===== src/hw/rtl/jse_pkg.sv =====
// jse_pkg: shared types, character codes and escape text helpers for the
// json string escaper. No dependencies; used by every module of the block.

package jse_pkg;

    // configuration register indexes
    localparam logic [1:0] REG_ESCAPE_MODE = 2'd0;
    localparam logic [1:0] REG_LINE_SEP    = 2'd1;

    // escape modes
    localparam logic [1:0] MODE_PLAIN   = 2'd0;
    localparam logic [1:0] MODE_HTML    = 2'd1;
    localparam logic [1:0] MODE_RELAXED = 2'd2;
    localparam logic [1:0] MODE_UNSAFE  = 2'd3;

    // held prefix counts
    localparam logic [1:0] HELD_NONE = 2'd0;
    localparam logic [1:0] HELD_E2   = 2'd1;
    localparam logic [1:0] HELD_E280 = 2'd2;

    // character codes
    localparam logic [7:0] C_QUOTE   = 8'h22;
    localparam logic [7:0] C_AMP     = 8'h26;
    localparam logic [7:0] C_APOS    = 8'h27;
    localparam logic [7:0] C_SLASH   = 8'h2F;
    localparam logic [7:0] C_LT      = 8'h3C;
    localparam logic [7:0] C_GT      = 8'h3E;
    localparam logic [7:0] C_BSLASH  = 8'h5C;
    localparam logic [7:0] C_BS      = 8'h08;
    localparam logic [7:0] C_TAB     = 8'h09;
    localparam logic [7:0] C_LF      = 8'h0A;
    localparam logic [7:0] C_FF      = 8'h0C;
    localparam logic [7:0] C_CR      = 8'h0D;
    localparam logic [7:0] C_SPACE   = 8'h20;
    localparam logic [7:0] C_LOW_B   = 8'h62;
    localparam logic [7:0] C_LOW_F   = 8'h66;
    localparam logic [7:0] C_LOW_N   = 8'h6E;
    localparam logic [7:0] C_LOW_R   = 8'h72;
    localparam logic [7:0] C_LOW_T   = 8'h74;
    localparam logic [7:0] C_LOW_U   = 8'h75;
    localparam logic [7:0] C_DIG0    = 8'h30;
    localparam logic [7:0] C_DIG2    = 8'h32;
    localparam logic [7:0] C_DIG8    = 8'h38;
    localparam logic [7:0] C_DIG9    = 8'h39;
    localparam logic [7:0] C_UPPER_A = 8'h41;
    localparam logic [7:0] C_UTF_E2  = 8'hE2;
    localparam logic [7:0] C_UTF_80  = 8'h80;
    localparam logic [7:0] C_UTF_A8  = 8'hA8;
    localparam logic [7:0] C_UTF_A9  = 8'hA9;

    // entity texts, left aligned in eight bytes
    localparam logic [63:0] ENT_QUOT = {"&quot;", 16'h0};
    localparam logic [63:0] ENT_APOS = {"&#39;", 24'h0};
    localparam logic [63:0] ENT_LT   = {"&lt;", 32'h0};
    localparam logic [63:0] ENT_GT   = {"&gt;", 32'h0};
    localparam logic [63:0] ENT_AMP  = {"&amp;", 24'h0};

    // queue depth between front and back
    localparam int QUEUE_DEPTH = 4;
    localparam int QPTR_W      = 2;
    localparam int QCNT_W      = 3;

    // how the body of one transaction is written out
    typedef enum logic [2:0] {
        K_NONE,
        K_RAW,
        K_TWO,
        K_HEX,
        K_ENT,
        K_SEP
    } t_kind;

    // one classified input transaction
    typedef struct packed {
        logic [1:0] pre;
        t_kind      kind;
        logic [7:0] ch;
        logic       last;
    } t_desc;

    // uppercase hex digit
    function automatic logic [7:0] hex_char(input logic [3:0] d);
        logic [7:0] r;
        if (d < 4'd10) begin
            r = 8'(C_DIG0 + {4'h0, d});
        end else begin
            r = 8'(C_UPPER_A + {4'h0, d} - 8'd10);
        end
        return r;
    endfunction

    // body text of a transaction, left aligned in eight bytes
    function automatic logic [63:0] body_text(input t_kind kind, input logic [7:0] ch);
        logic [63:0] r;
        r = 64'h0;
        unique case (kind)
            K_NONE: r = 64'h0;
            K_RAW:  r = {ch, 56'h0};
            K_TWO:  r = {C_BSLASH, ch, 48'h0};
            K_HEX:  r = {C_BSLASH, C_LOW_U, C_DIG0, C_DIG0,
                         hex_char(ch[7:4]), hex_char(ch[3:0]), 16'h0};
            K_SEP:  r = {C_BSLASH, C_LOW_U, C_DIG2, C_DIG0, C_DIG2,
                         (ch == C_UTF_A9) ? C_DIG9 : C_DIG8, 16'h0};
            K_ENT: begin
                case (ch)
                    C_QUOTE: r = ENT_QUOT;
                    C_APOS:  r = ENT_APOS;
                    C_LT:    r = ENT_LT;
                    C_GT:    r = ENT_GT;
                    default: r = ENT_AMP;
                endcase
            end
            default: r = 64'h0;
        endcase
        return r;
    endfunction

    // body length in bytes
    function automatic logic [3:0] body_len(input t_kind kind, input logic [7:0] ch);
        logic [3:0] r;
        r = 4'd0;
        unique case (kind)
            K_NONE: r = 4'd0;
            K_RAW:  r = 4'd1;
            K_TWO:  r = 4'd2;
            K_HEX:  r = 4'd6;
            K_SEP:  r = 4'd6;
            K_ENT: begin
                case (ch)
                    C_QUOTE: r = 4'd6;
                    C_APOS:  r = 4'd5;
                    C_LT:    r = 4'd4;
                    C_GT:    r = 4'd4;
                    default: r = 4'd5;
                endcase
            end
            default: r = 4'd0;
        endcase
        return r;
    endfunction

endpackage


===== src/hw/rtl/json_string_escaper_top.sv =====
// json_string_escaper_top: top level of the json string escaper; holds the
// configuration registers and ties front, queue and back. Depends on jse_pkg.

// Escapes the bytes of one string, one input transaction per byte, into
// JSON text. An input byte is taken on every cycle while full is low; the
// front classifies it in that cycle and places a descriptor in a four-entry
// queue, so the input stalls only when the queue is full. The back emits one
// output byte per cycle while the result register is empty or popped, and a
// byte that expands gives as many output bytes as its escape has (two for
// \n style escapes, four to six for entities, six for \u00XX and \u2028);
// that sequencer is what sets the sustained rate. The descriptor of a
// transaction is registered in the queue, then its first output byte in the
// result register. A leading E2 or E2 80 of a UTF-8 line separator is held
// with no output until the next byte or the end of the string decides it.
// Configuration must be written through i_cfg_we only while the block is idle; the block itself does not enforce it.

module json_string_escaper_top (
    input  logic       i_clk,
    input  logic       i_rst_n,
    input  logic       i_cfg_we,
    input  logic [1:0] i_cfg_idx,
    input  logic [1:0] i_cfg_data,
    input  logic       push,
    output logic       full,
    input  logic [7:0] i_in_byte,
    input  logic       i_last_byte,
    output logic       empty,
    input  logic       pop,
    output logic [7:0] o_out_byte,
    output logic       o_last_of_run,
    output logic       o_end_of_string
);

    logic [1:0]     r_escape_mode;
    logic           r_line_sep;
    logic           in_acc;
    logic           q_wr;
    jse_pkg::t_desc q_wdesc;
    logic           q_rd;
    logic           q_valid;
    jse_pkg::t_desc q_rdesc;

    // configuration registers
    always_ff @(posedge i_clk) begin
        if (!i_rst_n) begin
            r_escape_mode <= jse_pkg::MODE_PLAIN;
            r_line_sep    <= 1'b1;
        end else if (i_cfg_we) begin
            case (i_cfg_idx)
                jse_pkg::REG_ESCAPE_MODE: r_escape_mode <= i_cfg_data;
                jse_pkg::REG_LINE_SEP:    r_line_sep    <= i_cfg_data[0];
                default: ;
            endcase
        end
    end

    assign in_acc = push && !full;

    // front classifier
    jse_front u_front (
        .i_clk      (i_clk),
        .i_rst_n    (i_rst_n),
        .i_accept   (in_acc),
        .i_byte     (i_in_byte),
        .i_last     (i_last_byte),
        .i_mode     (r_escape_mode),
        .i_line_sep (r_line_sep),
        .o_push     (q_wr),
        .o_desc     (q_wdesc)
    );

    // descriptor queue
    jse_queue u_queue (
        .i_clk   (i_clk),
        .i_rst_n (i_rst_n),
        .i_wr    (q_wr),
        .i_desc  (q_wdesc),
        .i_rd    (q_rd),
        .o_full  (full),
        .o_valid (q_valid),
        .o_desc  (q_rdesc)
    );

    // back sequencer and result register
    jse_back u_back (
        .i_clk           (i_clk),
        .i_rst_n         (i_rst_n),
        .i_valid         (q_valid),
        .i_desc          (q_rdesc),
        .o_rd            (q_rd),
        .i_pop           (pop),
        .o_empty         (empty),
        .o_out_byte      (o_out_byte),
        .o_last_of_run   (o_last_of_run),
        .o_end_of_string (o_end_of_string)
    );

endmodule


===== src/hw/rtl/jse_front.sv =====
// jse_front: classifies each accepted input byte into an output descriptor
// and tracks the held UTF-8 line separator prefix. Depends on jse_pkg.

module jse_front (
    input  logic           i_clk,
    input  logic           i_rst_n,
    input  logic           i_accept,
    input  logic [7:0]     i_byte,
    input  logic           i_last,
    input  logic [1:0]     i_mode,
    input  logic           i_line_sep,
    output logic           o_push,
    output jse_pkg::t_desc o_desc
);

    logic [1:0]     r_held;
    logic [1:0]     n_held;
    logic [1:0]     pre;
    logic           fresh;
    logic           hold_new;
    logic           sep_hit;
    jse_pkg::t_kind e_kind;
    logic [7:0]     e_ch;
    jse_pkg::t_kind kind;
    logic [7:0]     ch;

    // escape classification of a single byte
    always_comb begin
        e_kind = jse_pkg::K_RAW;
        e_ch   = i_byte;
        if (i_mode == jse_pkg::MODE_HTML &&
            (i_byte == jse_pkg::C_QUOTE || i_byte == jse_pkg::C_APOS ||
             i_byte == jse_pkg::C_LT || i_byte == jse_pkg::C_GT ||
             i_byte == jse_pkg::C_AMP)) begin
            e_kind = jse_pkg::K_ENT;
        end else if (i_mode == jse_pkg::MODE_RELAXED && i_byte == jse_pkg::C_SLASH) begin
            e_kind = jse_pkg::K_RAW;
        end else if (i_mode != jse_pkg::MODE_UNSAFE && i_byte == jse_pkg::C_SLASH) begin
            e_kind = jse_pkg::K_TWO;
        end else if (i_mode != jse_pkg::MODE_UNSAFE &&
                     (i_byte == jse_pkg::C_LT || i_byte == jse_pkg::C_GT ||
                      i_byte == jse_pkg::C_APOS)) begin
            e_kind = jse_pkg::K_HEX;
        end else begin
            unique case (i_byte)
                jse_pkg::C_QUOTE:  e_kind = jse_pkg::K_TWO;
                jse_pkg::C_BSLASH: e_kind = jse_pkg::K_TWO;
                jse_pkg::C_BS: begin
                    e_kind = jse_pkg::K_TWO;
                    e_ch   = jse_pkg::C_LOW_B;
                end
                jse_pkg::C_FF: begin
                    e_kind = jse_pkg::K_TWO;
                    e_ch   = jse_pkg::C_LOW_F;
                end
                jse_pkg::C_LF: begin
                    e_kind = jse_pkg::K_TWO;
                    e_ch   = jse_pkg::C_LOW_N;
                end
                jse_pkg::C_CR: begin
                    e_kind = jse_pkg::K_TWO;
                    e_ch   = jse_pkg::C_LOW_R;
                end
                jse_pkg::C_TAB: begin
                    e_kind = jse_pkg::K_TWO;
                    e_ch   = jse_pkg::C_LOW_T;
                end
                default: begin
                    e_kind = (i_byte < jse_pkg::C_SPACE) ? jse_pkg::K_HEX : jse_pkg::K_RAW;
                end
            endcase
        end
    end

    // prefix matching and release of held bytes
    always_comb begin
        pre     = jse_pkg::HELD_NONE;
        fresh   = 1'b1;
        sep_hit = 1'b0;
        if (!i_line_sep) begin
            pre = r_held;
        end else begin
            case (r_held)
                jse_pkg::HELD_E280: begin
                    if (i_byte == jse_pkg::C_UTF_A8 || i_byte == jse_pkg::C_UTF_A9) begin
                        sep_hit = 1'b1;
                        fresh   = 1'b0;
                    end else begin
                        pre = jse_pkg::HELD_E280;
                    end
                end
                jse_pkg::HELD_E2: begin
                    if (i_byte == jse_pkg::C_UTF_80 && !i_last) begin
                        fresh = 1'b0;
                    end else begin
                        pre = jse_pkg::HELD_E2;
                    end
                end
                default: pre = jse_pkg::HELD_NONE;
            endcase
        end
        hold_new = i_line_sep && fresh && i_byte == jse_pkg::C_UTF_E2 && !i_last;

        if (hold_new) begin
            n_held = jse_pkg::HELD_E2;
        end else if (fresh || sep_hit) begin
            n_held = jse_pkg::HELD_NONE;
        end else begin
            n_held = jse_pkg::HELD_E280;
        end

        if (sep_hit) begin
            kind = jse_pkg::K_SEP;
            ch   = i_byte;
        end else if (fresh && !hold_new) begin
            kind = e_kind;
            ch   = e_ch;
        end else begin
            kind = jse_pkg::K_NONE;
            ch   = i_byte;
        end
    end

    assign o_push      = i_accept && (pre != jse_pkg::HELD_NONE || kind != jse_pkg::K_NONE);
    assign o_desc.pre  = pre;
    assign o_desc.kind = kind;
    assign o_desc.ch   = ch;
    assign o_desc.last = i_last;

    // held prefix state
    always_ff @(posedge i_clk) begin
        if (!i_rst_n) begin
            r_held <= jse_pkg::HELD_NONE;
        end else if (i_accept) begin
            r_held <= n_held;
        end
    end

`ifndef SYNTHESIS
    a_held_code: assert property (@(posedge i_clk) disable iff (!i_rst_n)
        r_held != 2'd3)
        else $error("held prefix count out of range");
`endif

endmodule


===== src/hw/rtl/jse_queue.sv =====
// jse_queue: short descriptor queue between the front classifier and the
// back sequencer. Depends on jse_pkg.

module jse_queue (
    input  logic           i_clk,
    input  logic           i_rst_n,
    input  logic           i_wr,
    input  jse_pkg::t_desc i_desc,
    input  logic           i_rd,
    output logic           o_full,
    output logic           o_valid,
    output jse_pkg::t_desc o_desc
);

    jse_pkg::t_desc                r_mem [jse_pkg::QUEUE_DEPTH];
    logic [jse_pkg::QPTR_W-1:0]    r_wp;
    logic [jse_pkg::QPTR_W-1:0]    r_rp;
    logic [jse_pkg::QCNT_W-1:0]    r_cnt;

    assign o_full  = (r_cnt == jse_pkg::QCNT_W'(jse_pkg::QUEUE_DEPTH));
    assign o_valid = (r_cnt != '0);
    assign o_desc  = r_mem[r_rp];

    // storage
    always_ff @(posedge i_clk) begin
        if (i_wr) begin
            r_mem[r_wp] <= i_desc;
        end
    end

    // pointers and fill count
    always_ff @(posedge i_clk) begin
        if (!i_rst_n) begin
            r_wp  <= '0;
            r_rp  <= '0;
            r_cnt <= '0;
        end else begin
            if (i_wr) begin
                r_wp <= r_wp + 1'b1;
            end
            if (i_rd) begin
                r_rp <= r_rp + 1'b1;
            end
            if (i_wr && !i_rd) begin
                r_cnt <= r_cnt + 1'b1;
            end else if (!i_wr && i_rd) begin
                r_cnt <= r_cnt - 1'b1;
            end
        end
    end

`ifndef SYNTHESIS
    a_no_overflow: assert property (@(posedge i_clk) disable iff (!i_rst_n)
        r_cnt <= jse_pkg::QCNT_W'(jse_pkg::QUEUE_DEPTH))
        else $error("descriptor queue over its depth");
    a_ptr_gap: assert property (@(posedge i_clk) disable iff (!i_rst_n)
        (r_cnt == '0 || r_cnt == jse_pkg::QCNT_W'(jse_pkg::QUEUE_DEPTH)) |-> r_wp == r_rp)
        else $error("queue pointers disagree with fill count");
`endif

endmodule


===== src/hw/rtl/jse_back.sv =====
// jse_back: walks each queued descriptor one output byte per cycle into the
// result register while it is empty or popped. Depends on jse_pkg.

module jse_back (
    input  logic           i_clk,
    input  logic           i_rst_n,
    input  logic           i_valid,
    input  jse_pkg::t_desc i_desc,
    output logic           o_rd,
    input  logic           i_pop,
    output logic           o_empty,
    output logic [7:0]     o_out_byte,
    output logic           o_last_of_run,
    output logic           o_end_of_string
);

    logic [2:0]  r_idx;
    logic        r_ov;
    logic [7:0]  r_byte;
    logic        r_lrun;
    logic        r_eos;
    logic        load;
    logic        run_end;
    logic [3:0]  run_len;
    logic [2:0]  body_idx;
    logic [63:0] body;
    logic [63:0] shifted;
    logic [7:0]  cur_byte;

    assign load    = i_valid && (!r_ov || i_pop);
    assign run_len = {2'b00, i_desc.pre} + jse_pkg::body_len(i_desc.kind, i_desc.ch);
    assign run_end = ({1'b0, r_idx} == run_len - 4'd1);
    assign o_rd    = load && run_end;

    // current byte: released prefix first, then the body text
    always_comb begin
        body     = jse_pkg::body_text(i_desc.kind, i_desc.ch);
        body_idx = r_idx - {1'b0, i_desc.pre};
        shifted  = body >> {3'd7 - body_idx, 3'b000};
        if (r_idx < {1'b0, i_desc.pre}) begin
            cur_byte = (r_idx == 3'd0) ? jse_pkg::C_UTF_E2 : jse_pkg::C_UTF_80;
        end else begin
            cur_byte = shifted[7:0];
        end
    end

    // byte counter within the run
    always_ff @(posedge i_clk) begin
        if (!i_rst_n) begin
            r_idx <= '0;
        end else if (load) begin
            r_idx <= run_end ? 3'd0 : r_idx + 3'd1;
        end
    end

    // result register
    always_ff @(posedge i_clk) begin
        if (!i_rst_n) begin
            r_ov <= 1'b0;
        end else if (load) begin
            r_ov <= 1'b1;
        end else if (i_pop) begin
            r_ov <= 1'b0;
        end
    end

    always_ff @(posedge i_clk) begin
        if (load) begin
            r_byte <= cur_byte;
            r_lrun <= run_end;
            r_eos  <= run_end && i_desc.last;
        end
    end

    assign o_empty         = !r_ov;
    assign o_out_byte      = r_byte;
    assign o_last_of_run   = r_lrun;
    assign o_end_of_string = r_eos;

`ifndef SYNTHESIS
    a_eos_ends_run: assert property (@(posedge i_clk) disable iff (!i_rst_n)
        (r_ov && r_eos) |-> r_lrun)
        else $error("end of string without end of run");
    a_run_keeps_desc: assert property (@(posedge i_clk) disable iff (!i_rst_n)
        (r_idx != 3'd0) |-> i_valid)
        else $error("run in progress lost its descriptor");
`endif

endmodule


===== config.mk =====
export PLATFORM = sky130hd
export DESIGN_NAME = json_string_escaper_top
export DESIGN_NICKNAME = d
export VERILOG_FILES = /design/src/hw/rtl/jse_pkg.sv /design/src/hw/rtl/json_string_escaper_top.sv /design/src/hw/rtl/jse_front.sv /design/src/hw/rtl/jse_queue.sv /design/src/hw/rtl/jse_back.sv
export SDC_FILE = /design/constraint.sdc
export NUM_CORES = 1
export LEC_CHECK = 0
export ABC_AREA = 1
export BUFFER_PORTS_ARGS = -buffer_cell sky130_fd_sc_hd__buf_4
export CORE_MARGIN = 10
export CORE_UTILIZATION = 35
export CTS_CLUSTER_DIAMETER = 100
export CTS_CLUSTER_SIZE = 16
export DETAILED_ROUTE_END_ITERATION = 8
export SYNTH_ARGS = -nofsm -noshare
export SYNTH_HDL_FRONTEND = slang
export SYNTH_SLANG_ARGS = --single-unit
export TNS_END_PERCENT = 10

===== constraint.sdc =====
create_clock -name i_clk -period 5 [get_ports i_clk]
set_input_delay 0.5 -clock i_clk [delete_from_list [all_inputs] [get_ports i_clk]]
set_output_delay 0.5 -clock i_clk [all_outputs]
set_load 0.05 [all_outputs]

After elaboration in Yosys (flattened, before gate mapping) --
Memory sizes are Yosys's and may differ from the RTL's. A register that Yosys moved wholly into a read port is not among the register bits. Index checks and enable logic that the tools add are counted.
Word-level totals: flip-flop bits (word level) 26, RAM bits 56, input bits 18, output and inout port bits 12, logic and storage cells 156, memories kept 1
Memory list:
- u_queue.r_mem | words 4, bits a word 14, read ports 1, clocked after Yosys merged registers in 1, write ports 1, RTL line jse_queue.sv:15 | jse_pkg::t_desc r_mem [jse_pkg::QUEUE_DEPTH];
Operators by class: add/subtract/negate cells 15, magnitude comparators 4, equality and inequality tests 34, shift-type cells 1, multiplexer cells 46, reductions and logical operators 44
Operators by type and width (number):
- one-hot mux 64 bit (5 select lines) | 1
- one-hot mux 55 bit (4 select lines) | 1
- == test 8 x 6 -> 1 bit (second input constant) | 10
- 2-to-1 mux 8 bit | 9
- right shift 64 x 6 -> 8 bit | 1
- == test 8 x 4 -> 1 bit (second input constant) | 5
- == test 8 bit (second input constant) | 5
- one-hot mux 8 bit (5 select lines) | 1
- 2-to-1 mux 3 bit | 10
- adder 7 x 4 -> 8 bit (first input constant) | 2
- logical AND 1 bit | 16
- one-hot mux 4 bit (4 select lines) | 1
- subtractor 8 x 4 -> 8 bit (second input constant) | 2
- adder 6 x 4 -> 7 bit (first input constant) | 2
- 2-to-1 mux 2 bit | 7
- 2-to-1 mux 1 bit | 12
- logical OR 1 bit | 10
- == test 3 bit (second input constant) | 3
- == test 8 x 7 -> 1 bit (second input constant) | 1
- less-than comparator 4 bit (second input constant) | 2
- less-than comparator 8 x 6 -> 1 bit (second input constant) | 1
- one-hot mux 2 bit (2 select lines) | 2
- 2-to-1 mux 7 bit | 1
- OR reduction 7 bit | 1
- 22 further kinds | 38

Longest topological paths before layout --
Gate-level depths: netlist of the first run.
word-level depth 19, mapped depth 31, gate-level depth less buffers 29

By module --
Synthesis of the first run repeated with hierarchy kept, for this count alone.
Second synthesis, totals: cells, all modules 663, area, all modules 5287.6 um2
Modules (own cells, without submodules):
- jse_queue | times used 1, cells an instance 194, area an instance 2537.4 um2, seq. area each 1861.8 um2
- jse_back | times used 1, cells an instance 318, area an instance 1954.4 um2, seq. area each 380.4 um2
- jse_front | times used 1, cells an instance 130, area an instance 650.6 um2, seq. area each 40.0 um2
- json_string_escaper_top | times used 1, cells an instance 21, area an instance 145.1 um2, seq. area each 60.1 um2

Worst setup path after synthesis of the first run --
Ideal clock, no wire load.
path type register to register, from reg with a tool-made name, to reg u_queue.r_cnt[1] (netlist name), library setup time 120 ps, arrival time 4177 ps, data required time 4880 ps, path slack 702 ps, stages on the path, launching flop included 28, path buffers 2, period minus slack after synthesis 4298 ps, path through dfxtp_1 inv_2 buf_6 buf_6 a21oi_1 a32oi_4 inv_2 ha_1 nand2_1 nor2_2 nand2_4 nor2_8 nor2_1 ha_1 inv_1 ha_1 inv_1 fa_1 xnor2_1 nor3_1 nand2_2 nor2_4 inv_1 ha_1 inv_1 fa_1 o21ai_0 a21oi_1
RTL lines:
- end signal, assigned | RTL line jse_queue.sv:45 | r_cnt <= r_cnt + 1'b1;
- end signal, assigned | RTL line jse_queue.sv:47 | r_cnt <= r_cnt - 1'b1;
- end, declared | RTL line jse_queue.sv:18 | logic [jse_pkg::QCNT_W-1:0] r_cnt;

==> results of run 1 <==
-- timing repair --
action	in CTS	in global routing
setup buffers	0	2
resized for setup	0	3
endpoints found under the hold margin	0	0
endpoints found under the setup margin	0	2
-- cell type report --
class,count,area (um2)
fill,1495,9046
clock buffer,10,229.0
timing repair buffer,42,315.3
inverter,83,319.1
sequential,84,2342
tap,188,235.2
clock inverter,6,68.82
multi-input combinational,459,2646
-- critical path: cells and delay by family, from the launching register on --
family                     cells  cell delay, ps
adders and majority gates      6            1670
and+or+nand+nor               11            1320
buffers and inverters          7             750
DFF                            1             300
AOI/OAI and AO/OA              2             210
xor gates and xnor gates       1             140
-- final timing paths --
kind,end,slack (ps),cells past startpoint,from
min,u_queue.r_mem[0][0],380,1,i_last_byte
max,u_queue.r_cnt[1],470,27,flip-flop
min reg2reg,flip-flop,470,2,u_queue.r_rp[1]
max reg2reg,u_queue.r_cnt[1],470,27,flip-flop
-- sequential cells by signal, indices dropped and copies added (netlist names), named ones only --
signal / flops
u_back.r_idx: 3
u_back.o_end_of_string: 1
u_back.o_out_byte: 8
u_back.r_ov: 1
u_back.o_last_of_run: 1
u_queue.r_rp: 2
r_escape_mode: 2
u_queue.r_cnt: 3
r_line_sep: 1
u_queue.r_wp: 2
u_queue.r_mem: 56
u_front.r_held: 2
-- through the flow --
step           util, %  worst slack (ps)  std cells
3_3_place_gp     38.40             475.7        854
5_1_grt          40.49            0.1803        872
4_1_cts          40.36             247.5        870
6_report         40.49             471.0        872
3_5_place_dp     38.40             290.2        854
2_1_floorplan        -             702.4        642
-- layer usage --
metal | global-route usage (%) | wire (um) | vias to the layer above
met4 | 6.489 | 461 | 0
met2 | 21.07 | 6059 | 139
met3 | 3.444 | 637 | 35
met5 | 0 | 0 | -
li1 | - | - | 2216
met1 | 14.99 | 5814 | 2034
-- cells by family (layout without fill, tap and decap cells) --
family / count (synthesis) / count (layout) / share of synthesized area (%)
xor+xnor: 8 / 8 / 1.427
buf+inv: 99 / 141 / 8.239
fa+ha+maj: 26 / 26 / 6.398
compound gates: 97 / 97 / 11.07
flops: 84 / 84 / 43.08
simple gates: 328 / 328 / 29.78
-- report_power, final --
group / leakage [uW] / internal [uW] / total (uW) / switching (uW)
Sequential: 0.000762 / 937 / 996 / 59.2
Combinational: 0.00174 / 719 / 2270 / 1550
Clock: 0.000148 / 392 / 674 / 282
Total: 0.00265 / 2050 / 3940 / 1900
-- synth_stat cells (all sizes together) (2+ instances only) --
cell	number	share of area, %
o211ai	8	1.2
o21ai	33	3.2
a32oi	5	1.3
nor4	3	0.35
a21oi	40	3.9
fa	3	1.1
ha	23	5.3
edfxtp	66	36
clkbuf	4	0.28
nor3	6	0.55
a211oi	2	0.28
dfxtp	18	6.6
a31oi	3	0.35
xor2	5	0.94
nand3	52	5.2
nor2	64	6.2
nand2	189	16
nand3b	2	0.28
buf	12	2.2
xnor2	3	0.48
nand4	12	1.5
clkinv	3	0.21
inv	80	5.6
==> flow_summary.toml, run 1 <==
[global_route]
grt_max_degree = 27
grt_first_pass_wirelength_um = 21200
grt_overflow = 0
grt_antenna_before_repair = 0
grt_pass1_vias = 4359
grt_usage_pct = 12.80

[clocking]
root_buffer = "clkbuf_16"
clk_pin_slew_ps = 70
cts_max_level = 3
cts_buffers = 9
hold_buffers = 0
tritoncts = "yes"
ctsLongestPathBuffers = 2
clkSinkCount = 84
clk_latency_ps = 350

[cells_and_area]
final_area_mm2 = 0.006156
area_growth_syn_to_layout_pct = 13.23
antenna_cells = 0
layout-drive-gt1-share_pct = 18.86
num-nets-final = 723
final_cell_mix = "nand2_1 (154), inv_1 (69), edfxtp_1 (66), nor2_1 (51), nand3_1 (49)"
final_common_cell = "nand2_1"

[power_and_ir_drop]
p_per_area_mw_per_mm2 = 640.4
p_leak_uw = 0.002648
finalPower_uw = 3943
vdd_ir_drop_max_uv = 248.9

[routing]
ant_nets = 0
first_pass_iters = 5
vias = 4424
drc = 0
routed_wl_um = 12970
initialDrtViolationCount = 387
drt-vias-per-instance = 5.073
wl_per_cell_um = 14.88

[die]
start_util_pct = 35.76
rows = 45
coreArea_mm2 = 0.01520
io_pins = 30
die_area_mm2 = 0.02092
dieWidth_um = 144.6
die_h_um = 144.6

[setup_path]
end_kind = "flip-flop"
path_class = "flip-flop to flip-flop"
cp_slowest_cell = "fa_1"
required_ps = 5230
critPathMaxStageDelay_ps = 420
cp.arrival_ps = 4760
critPathMaxFanout = 26
start_kind = "flip-flop"

[logic_synthesis]
synth_edf_count = 66
synthDistinctLibCells = 50
ys_warn_count = 0
ys.flop_type = "edfxtp_1"
syn-num-nets = 686
synth-seq-area-share_pct = 43.08
syn-instance-count = 642
synthArstFlopShare_pct = 0
avgSynthCellArea_um2 = 8.468
syn-cell-area_mm2 = 0.005436
ys_ff_latch = 84

[sta]
setup_viol = 0
finalCriticalPeriod_ps = 4529
max_slew_margin_pct = 58.76
fmax_mhz = 220.8
holdWs_ps = 375.6
clock_skew_ps = 8.363
worst_pin_slew_ps = 613.1
grt_setup_unrepaired = "no"
finalCritPeriodShare_pct = 90.58
maxSlewViolCount = 0
fin_setup_tns_ps = 0
hold_violations = 0

[placed_design]
placed_cell_area_mm2 = 0.005838
io_buffers = 29
place.gp.congestion = 0.9893
hpwl_um = 10100

[job]
drv_cap = 0

[worst_hold_path]
hp-class = "input port to flip-flop"

[outcome]
status = "finished, final reports clean"
Note: power is estimated with default switching activity, not from simulation.
==> run 2, diff against run 1 <==
- ABC_AREA: 1 -> default
- CTS_BUF_LIST: default -> sky130_fd_sc_hd__clkbuf_4 sky130_fd_sc_hd__clkbuf_8
- CTS_CLUSTER_SIZE: 16 -> 10
==> flow_summary.toml, run 2 <==
[outcome]
status = "finished, final reports clean"

[cells_and_area]
final_core_util_pct = 41.27
final_common_cell = "edfxtp_1"
antenna_cells = 0
num-nets-final = 549
final_cell_mix = "edfxtp_1 (66), buf_4 (54), nand2_1 (30), inv_1 (28), nor2_1 (22)"
largest_reg_flops = 56
layout-drive-gt1-share_pct = 20.39
top_register = "u_queue.r_mem"
area_growth_syn_to_layout_pct = 14.37

[logic_synthesis]
yosysTopAreaCellShare_pct = 39.11
synthMuxAreaShare_pct = 9.136
synth_top_family_by_area = "simple AND/OR/NAND/NOR gates"
synthArstFlopShare_pct = 0
synth_xor_area_share_pct = 2.247
ys_ff_latch = 84
synth-seq-area-share_pct = 46.22
synthDistinctLibCells = 65
avgSynthCellArea_um2 = 11.02
ys_top_cells_by_count = "edfxtp_1 (66), nand2_1 (30), inv_1 (29)"
synth_compound_area_share_pct = 14.62
syn-instance-count = 460
syn-cell-area_mm2 = 0.005067
synth_fa_ha_area_share_pct = 7.062
synthTopCellsByArea = "edfxtp_1 (39%), dfxtp_1 (7.1%), ha_1 (5.7%), mux4_2 (5.3%), nand2_1 (2.2%)"
ys_warn_count = 0
syn-num-nets = 504
synthSimpleGateAreaFrac_pct = 16.72
synth_edf_count = 66
post-synth-top-count-cell = "edfxtp_1"
ys.flop_type = "edfxtp_1"
synth_top_cell_by_area = "edfxtp_1"

[sta]
max_slew_margin_pct = 43.31
fmax_mhz = 213.2
finalCriticalPeriod_ps = 4691
worst_pin_slew_ps = 842.6
maxSlewViolCount = 0
clock_skew_ps = 14.80
setup_viol = 0
finalCritPeriodShare_pct = 93.82
hold_violations = 0
grt_setup_unrepaired = "no"

[setup_path]
critPathMaxStageDelay_ps = 520
crit_path_cell_trace = "mux4_2, inv_1, ha_2, nand4b_1, a21o_1, a21oi_1, nor2_1, ha_1, inv_1, ha_1, inv_1, fa_1, or3_4, a2111oi_4, nand2_2, ha_1, inv_1, fa_1, xor2_1, or3_1, a21boi_0"
path_class = "flip-flop to flip-flop"
required_ps = 5290
cp_slowest_cell = "mux4_2"
start_kind = "flip-flop"
end_kind = "flip-flop"
crit_top_cell = "inv_1"
critPathMaxFanout = 7
cp.arrival_ps = 4980

[power_and_ir_drop]
p_per_area_mw_per_mm2 = 530.1
vdd_ir_drop_max_uv = 218.4
p_leak_uw = 0.002092
finalPower_uw = 3072

[clocking]
ctsLongestPathBuffers = 2
cts_max_level = 3
clkSinkCount = 84
clk_pin_slew_ps = 90
root_buffer = "clkbuf_8"
tritoncts = "yes"
clk_latency_ps = 370
cts_buffers = 9
hold_buffers = 0

[routing]
ant_nets = 0
vias = 3870
initialDrtViolationCount = 318
routed_wl_um = 11930
drc = 0
wl_per_cell_um = 17.29
drt-vias-per-instance = 5.609
first_pass_iters = 5

[global_route]
grt_overflow = 0
grt_usage_pct = 12.27
grt_antenna_before_repair = 0
grt_max_degree = 27
grt_first_pass_wirelength_um = 19930
grt_pass1_vias = 3857

[worst_hold_path]
hp-class = "input port to flip-flop"

[placed_design]
io_buffers = 29
hpwl_um = 8938
place.gp.congestion = 0.9305

[die]
coreArea_mm2 = 0.01404
die_area_mm2 = 0.01969
io_pins = 30
die_h_um = 140.3
rows = 43
dieWidth_um = 140.3
start_util_pct = 36.09

[job]
drv_cap = 0
[run 2: cell types whose count changed in the layout (fill, tap and decap cells not counted), sizes merged, moves of 14 or more]
cell	delta
nor2b	+14
o21ai	-14
a21oi	-19
nand2	-158
nor2	-42
nand3	-47
inv	-52
[run 2: cell families (layout without fill, tap and decap cells)]
logic type / count (synthesis) / count (layout)
buffers and inverters: 49 / 99
muxes: 29 / 29
AOI/OAI and AO/OA: 105 / 105
adders and majority gates: 27 / 27
DFF: 84 / 84
and+or+nand+nor: 153 / 153
xor gates and xnor gates: 13 / 13
[run 2: layout make-up]
class                      instances  area [um2]
inverter                          29       108.9
multi-input combinational        327        2527
clock inverter                     7       57.56
fill                            1342        8247
sequential                        84        2347
tap                              180       225.2
timing repair buffer              54       405.4
clock buffer                       9       123.9
[run 2: critical path: cells and delay by family (launching register included)]
| kind | cells | cell delay (ps) |
|---|---|---|
| buf+inv | 4 | 290 |
| flops | 1 | 420 |
| mux | 1 | 520 |
| xor+xnor | 1 | 80 |
| fa+ha+maj | 6 | 1400 |
| simple gates | 5 | 970 |
| compound gates | 4 | 910 |
[run 2: where the power goes]
part | switching (uW) | internal [uW] | total (uW)
logic | 1030 | 617 | 1650
registers | 62.0 | 918 | 980
clock network | 260 | 187 | 447
total | 1350 | 1720 | 3070
[run 2: worst paths after layout]
check                          end  depth (start not counted)           from  slack, ps
hold / removal          r_line_sep                          3  i_cfg_data[0]        360
setup / recovery  u_queue.r_cnt[2]                         21      flip-flop        310
setup reg to reg  u_queue.r_cnt[2]                         21      flip-flop        310
hold reg to reg        u_back.r_ov                          2    u_back.r_ov        490
[run 2: stage by stage]
step / TNS (ps) / hold slack, ps / cells / area [um2] / worst slack (ps)
floorplan: 0 / 454.6 / 460 / 5077 / 4.247
global placement: 0 / 464.2 / 669 / 5569 / 160.7
detailed placement: -60.44 / 479.8 / 669 / 5569 / -60.44
CTS: 0 / 328.5 / 685 / 5752 / 128.2
global route: 0 / 324.6 / 690 / 5796 / 8.463
finish: 0 / 358.6 / 690 / 5796 / 309.0
[run 2: what timing repair did]
item,in CTS,in global routing
buffers inserted,0,5
endpoints found under the setup margin,1,2
pin swaps,0,1
gates resized for setup,1,3
[run 2: per-layer routing]
metal	vias up	track usage, %	routed length [um]
met5	-	0	0
met4	0	4.783	223
met3	19	3.144	591
met2	116	20.30	5859
met1	1903	14.90	5253
li1	1832	-	-
